`config.mk`:
```
export PLATFORM = sky130hd
export DESIGN_NAME = sem_ctrl
export DESIGN_NICKNAME = d
export VERILOG_FILES = /design/src/sem_pkg.sv /design/src/sem_ctrl.sv
export SDC_FILE = /design/constraint.sdc
export NUM_CORES = 1
export LEC_CHECK = 0
export BUFFER_PORTS_ARGS = -buffer_cell sky130_fd_sc_hd__buf_2
export CAP_MARGIN = 20
export CELL_PAD_IN_SITES_DETAIL_PLACEMENT = 0
export CELL_PAD_IN_SITES_GLOBAL_PLACEMENT = 1
export CORE_AREA = 2 2 39 41
export CTS_BUF_LIST = sky130_fd_sc_hd__clkbuf_2 sky130_fd_sc_hd__clkbuf_4 sky130_fd_sc_hd__clkbuf_8
export DETAILED_ROUTE_END_ITERATION = 12
export DIE_AREA = 0 0 41 43
export HOLD_SLACK_MARGIN = 0.08
export PLACE_DENSITY_LB_ADDON = 0.3
export SLEW_MARGIN = 20
export SYNTH_ARGS = -nofsm -noshare
export SYNTH_HDL_FRONTEND = slang
export SYNTH_SLANG_ARGS = --single-unit
```
`constraint.sdc`:
```
create_clock -name clock -period 1 [get_ports clock]
set_input_delay 0.15 -clock clock [delete_from_list [all_inputs] [get_ports clock]]
set_output_delay 0.15 -clock clock [all_outputs]
set_load 0.02 [all_outputs]
```
`src/sem_pkg.sv`:
```
// shared types, constants and codes of the sobel edge magnitude block
`timescale 1ns / 1ps

package sem_pkg;

   localparam int MAX_WIDTH   = 2048;
   localparam int COL_W       = $clog2(MAX_WIDTH);
   localparam int WIDTH_REG_W = 12;
   localparam int ROW_W       = 16;
   localparam int PIXEL_W     = 8;
   localparam int CSR_DATA_W  = 16;
   localparam int CSR_INDEX_W = 1;
   localparam int GRAD_W      = 12;
   localparam int ABS_W       = 10;
   localparam int SUM_W       = 2 * ABS_W + 1;
   localparam int ROOT_W      = 8;
   localparam int ROOT_IDX_W  = $clog2(ROOT_W);

   localparam logic [WIDTH_REG_W-1:0] WIDTH_RESET = WIDTH_REG_W'(640);
   localparam logic [ROW_W-1:0]       HEIGHT_RESET = ROW_W'(480);
   localparam logic [WIDTH_REG_W-1:0] WIDTH_MIN   = WIDTH_REG_W'(3);
   localparam logic [WIDTH_REG_W-1:0] WIDTH_MAX   = WIDTH_REG_W'(MAX_WIDTH);
   localparam logic [ROW_W-1:0]       HEIGHT_MIN  = ROW_W'(3);

   localparam logic [CSR_INDEX_W-1:0] REG_IMAGE_WIDTH  = 1'd0;
   localparam logic [CSR_INDEX_W-1:0] REG_IMAGE_HEIGHT = 1'd1;

   typedef struct packed {
      logic [PIXEL_W-1:0] pixel;
      logic               frame_start;
   } req_type;

   typedef struct packed {
      logic [PIXEL_W-1:0] edge_value;
      logic [COL_W-1:0]   center_col;
      logic [ROW_W-1:0]   center_row;
      logic               frame_last;
   } rsp_type;

   typedef enum logic [2:0] {
      S_IDLE,
      S_LOCATE,
      S_UPDATE,
      S_GRAD,
      S_SQUARE,
      S_ROOT,
      S_OUTPUT
   } state_type;

   typedef struct packed {
      logic accept;
      logic locate;
      logic update;
      logic grad;
      logic square;
      logic root_step;
      logic out_load;
   } cmd_type;

   typedef struct packed {
      logic emit;
      logic root_last;
      logic out_free;
   } status_type;

endpackage

```
`src/sem_ctrl.sv`:
```
// controller state machine sequencing one pixel through the datapath
`timescale 1ns / 1ps

module sem_ctrl (
   input  logic               clock,
   input  logic               reset,
   input  logic               req_valid,
   output logic               req_ready,
   input  sem_pkg::status_type status,
   output sem_pkg::cmd_type    cmd
);

   import sem_pkg::*;

   state_type state_ff;
   state_type state_in;

   always_ff @(posedge clock) begin
      if (reset) begin
         state_ff <= S_IDLE;
      end else begin
         state_ff <= state_in;
      end
   end

   always_comb begin
      state_in  = state_ff;
      cmd       = '0;
      req_ready = 1'b0;
      case (state_ff)
         S_IDLE: begin
            req_ready = 1'b1;
            if (req_valid) begin
               cmd.accept = 1'b1;
               state_in   = S_LOCATE;
            end
         end
         S_LOCATE: begin
            cmd.locate = 1'b1;
            state_in   = S_UPDATE;
         end
         S_UPDATE: begin
            cmd.update = 1'b1;
            state_in   = status.emit ? S_GRAD : S_IDLE;
         end
         S_GRAD: begin
            cmd.grad = 1'b1;
            state_in = S_SQUARE;
         end
         S_SQUARE: begin
            cmd.square = 1'b1;
            state_in   = S_ROOT;
         end
         S_ROOT: begin
            cmd.root_step = 1'b1;
            if (status.root_last) begin
               state_in = S_OUTPUT;
            end
         end
         S_OUTPUT: begin
            // hold until the output beat slot is free
            if (status.out_free) begin
               cmd.out_load = 1'b1;
               state_in     = S_IDLE;
            end
         end
         default: begin
            state_in = S_IDLE;
         end
      endcase
   end

endmodule

```
==> results.toml <==
[die]
ios = 14
start_util_pct = 21.5
rows = 14
dieArea_mm2 = 0.00176
core_area_mm2 = 0.00138
die_h_um = 43
die_w_um = 41

[final_layout]
final_core_util_pct = 54.5
top_register = "state_ff"
drive_above_1_share_pct = 84.1
antenna_cells = 0
syn2layout_area_growth_pct = 153
stdcell_area_um2 = 754
fillers = 131
largestRegisters = "state_ff: 3 flops"
final_nets = 76
final_cell_mix = "buf_6, buf_4, buf_2"
layout_commonest_cell = "buf_6"
largest_reg_flops = 3

[power_and_ir_drop]
power_frac_seq_pct = 15.8
power.static_leakage_nw = 0.343
combPwrFrac_pct = 63.2
switchingPower_mw = 0.382
power.internal_mw = 0.750
irDropWorstVdd_mv = 0.728
clkPwrFrac_pct = 21.0
p_per_area_mw_per_mm2 = 1500
swShare_pct = 33.8

[worst_setup_path]
cp_max_fo = 4
reg2regPathDepth = 5
cp.depth = 4
cp_slowest_cell = "dfxtp_4"
critical_path_class = "flop to output port"
cp-start-kind = "flop"
end_kind = "output port"
critPathMostFrequentCell = "buf_6"
critical_path.max_stage_delay_ns = 0.35
crit_buf_inv = 2
arrival_ns = 1.14
cp_top_family = "flip-flops"
crit_chain = "buf_6, nor3_4, and2_4, buf_6"
required_ns = 0.85

[placement]
dpl-instance-area_um2 = 492
pre_cts_ws_ns = -0.177
portBuffers = 13
dpl.hpwl_um = 558
gp_congestion = 0.689

[clocking]
cts_buffers = 3
postCtsHoldBufs = 0
htree_levels = 1
path_clk_slew_ns = 0.03
clockBufferDepth = 2
cts_tree = "built"
cts_sinks = 3
cts-root-buf = "clkbuf_4"
clk_latency_ns = 0.23

[logic_synthesis]
synth_area_leader_cell = "dfxtp_1"
ys_types = 24
yosysTopAreaCellShare_pct = 20.2
ys_seq_area_share_pct = 20.2
syn_area_um2 = 298
synth_area_leaders = "dfxtp_1, and4bb_1, nor4_4, nor3_2, a221oi_2"
ys_ff_latch = 3
synth_nets = 39
syn_area_per_cell_um2 = 9.02
synthCells = 33
yosysWarnings = 0

[sta]
fin_tns_setup_ns = -2.42
maxSlewViolCount = 0
worst_slack_ns = -0.290
worstMarginPinSlew_ns = 0.235
fin_worst_skew_ns = 0.00231
relSlewSlack_pct = 84.3
rsz0062_at_grt = "yes"
fmax_ghz = 0.775
setup-violations-final = 11
period_minus_slack_ns = 1.29
finalCritPeriodShare_pct = 129
hold_violations = 0

[routing]
vias = 370
via_per_inst = 4.35
ant_nets = 0
avgRoutedWirePerCell_um = 10.5
post-route-drc-count = 0
routed_wl_um = 895
drt-pass1-iter-count = 3
drt_iter0_markers = 5

[global_route]
use_met2_pct = 19.1
grt_pass1_wl_um = 1480
gr-max-usage-layer = "met2"
grt_pass1_vias = 364
grt-ovfl-total = 0
grtUsageMet1_pct = 15.4
antenna_found_initial = 0
grt_usage_pct = 12.2
grt_max_degree = 9
met3_usage_pct = 2.09

[worst_hold_path]
worstHoldPathCells = 2
holdCritPathClass = "primary input to flop"

[run_status]
outcome = "finished with violations"
violations = "negative setup slack"

[run]
drv_cap = 0
## synth_stat cells
cell      count
dfxtp_1       3
o31ai_1       1
nor4_4        1
nand3b_1      1
a21oi_1       1
and3_1        1
nand2b_1      1
buf_6         1
nor2_2        1
and4bb_2      1
nor3_1        2
buf_2         1
and2_1        2
nand2_1       2
o21ai_0       1
buf_4         1
a22o_1        1
a211oi_1      1
nor3b_1       2
a221oi_2      1
nor3_2        2
o21a_1        1
inv_1         2
and4bb_1      2
## worst reg2reg max path: stages, from the launching register on
cell and delay, ns:
dfxtp_4 0.36, buf_12 0.13, buf_6 0.11, nor4_4 0.20, nor3_2 0.09, a22o_1 0.19
## worst paths after layout
kind                             startpoint          end  slack [ns]
worst max-delay path            state_ff[1]       cmd[6]       -0.29
worst min-delay path                  reset  state_ff[1]        0.11
worst max register to register  state_ff[0]  state_ff[0]       -0.20
worst min register to register  state_ff[2]  state_ff[2]        0.76
## logic make-up (layout without fill, tap and decap cells)
group,Yosys count,in the layout,synth area share (%)
AO/OA/AOI/OAI,7,7,18.9
buffers and inverters,5,41,10.5
flip-flops,3,3,20.2
AND/OR/NAND/NOR,18,18,50.4
## metrics by stage
stage,power [mW],hold WS (ns),cells
CTS,0.959,0.0974,78
detailed placement,0.610,0.356,69
global route,1.21,0.121,85
finish,1.13,0.113,85
global placement,0.605,0.357,69
floorplan,0.461,0.216,33
## cell type report
cell class / count / area [um^2] / area share (%)
multi-input combinational: 25 / 279 / 37.0
tap: 16 / 20.0 / 2.65
timing repair buffer: 35 / 339 / 44.9
sequential: 3 / 71.3 / 9.45
inverter: 2 / 15.0 / 1.99
clock buffer: 4 / 30.0 / 3.98
## power by group through the flow
stage          Sequential [mW]  Combinational [mW]  Clock (mW)
3_5_place_dp             0.194               0.416           0
2_1_floorplan            0.165               0.296           0
6_report                 0.179               0.715       0.238
5_1_grt                  0.183               0.768       0.257
4_1_cts                  0.182               0.524       0.253
3_3_place_gp             0.194               0.411           0
## routing by layer
layer  vias up  routed length (um)
met5         -                   0
met4         0                   0
met3         0                  27
met2         7                 482
met1       169                 385
li1        194                   -
## repair_timing
action	CTS	global route
gates resized for setup	22	19
endpoints found under the setup margin	11	10
setup buffers	4	7
pin swaps	6	10
gates cloned	1	0
hold endpoints to repair	0	0
(Power assumes the default switching activity.)
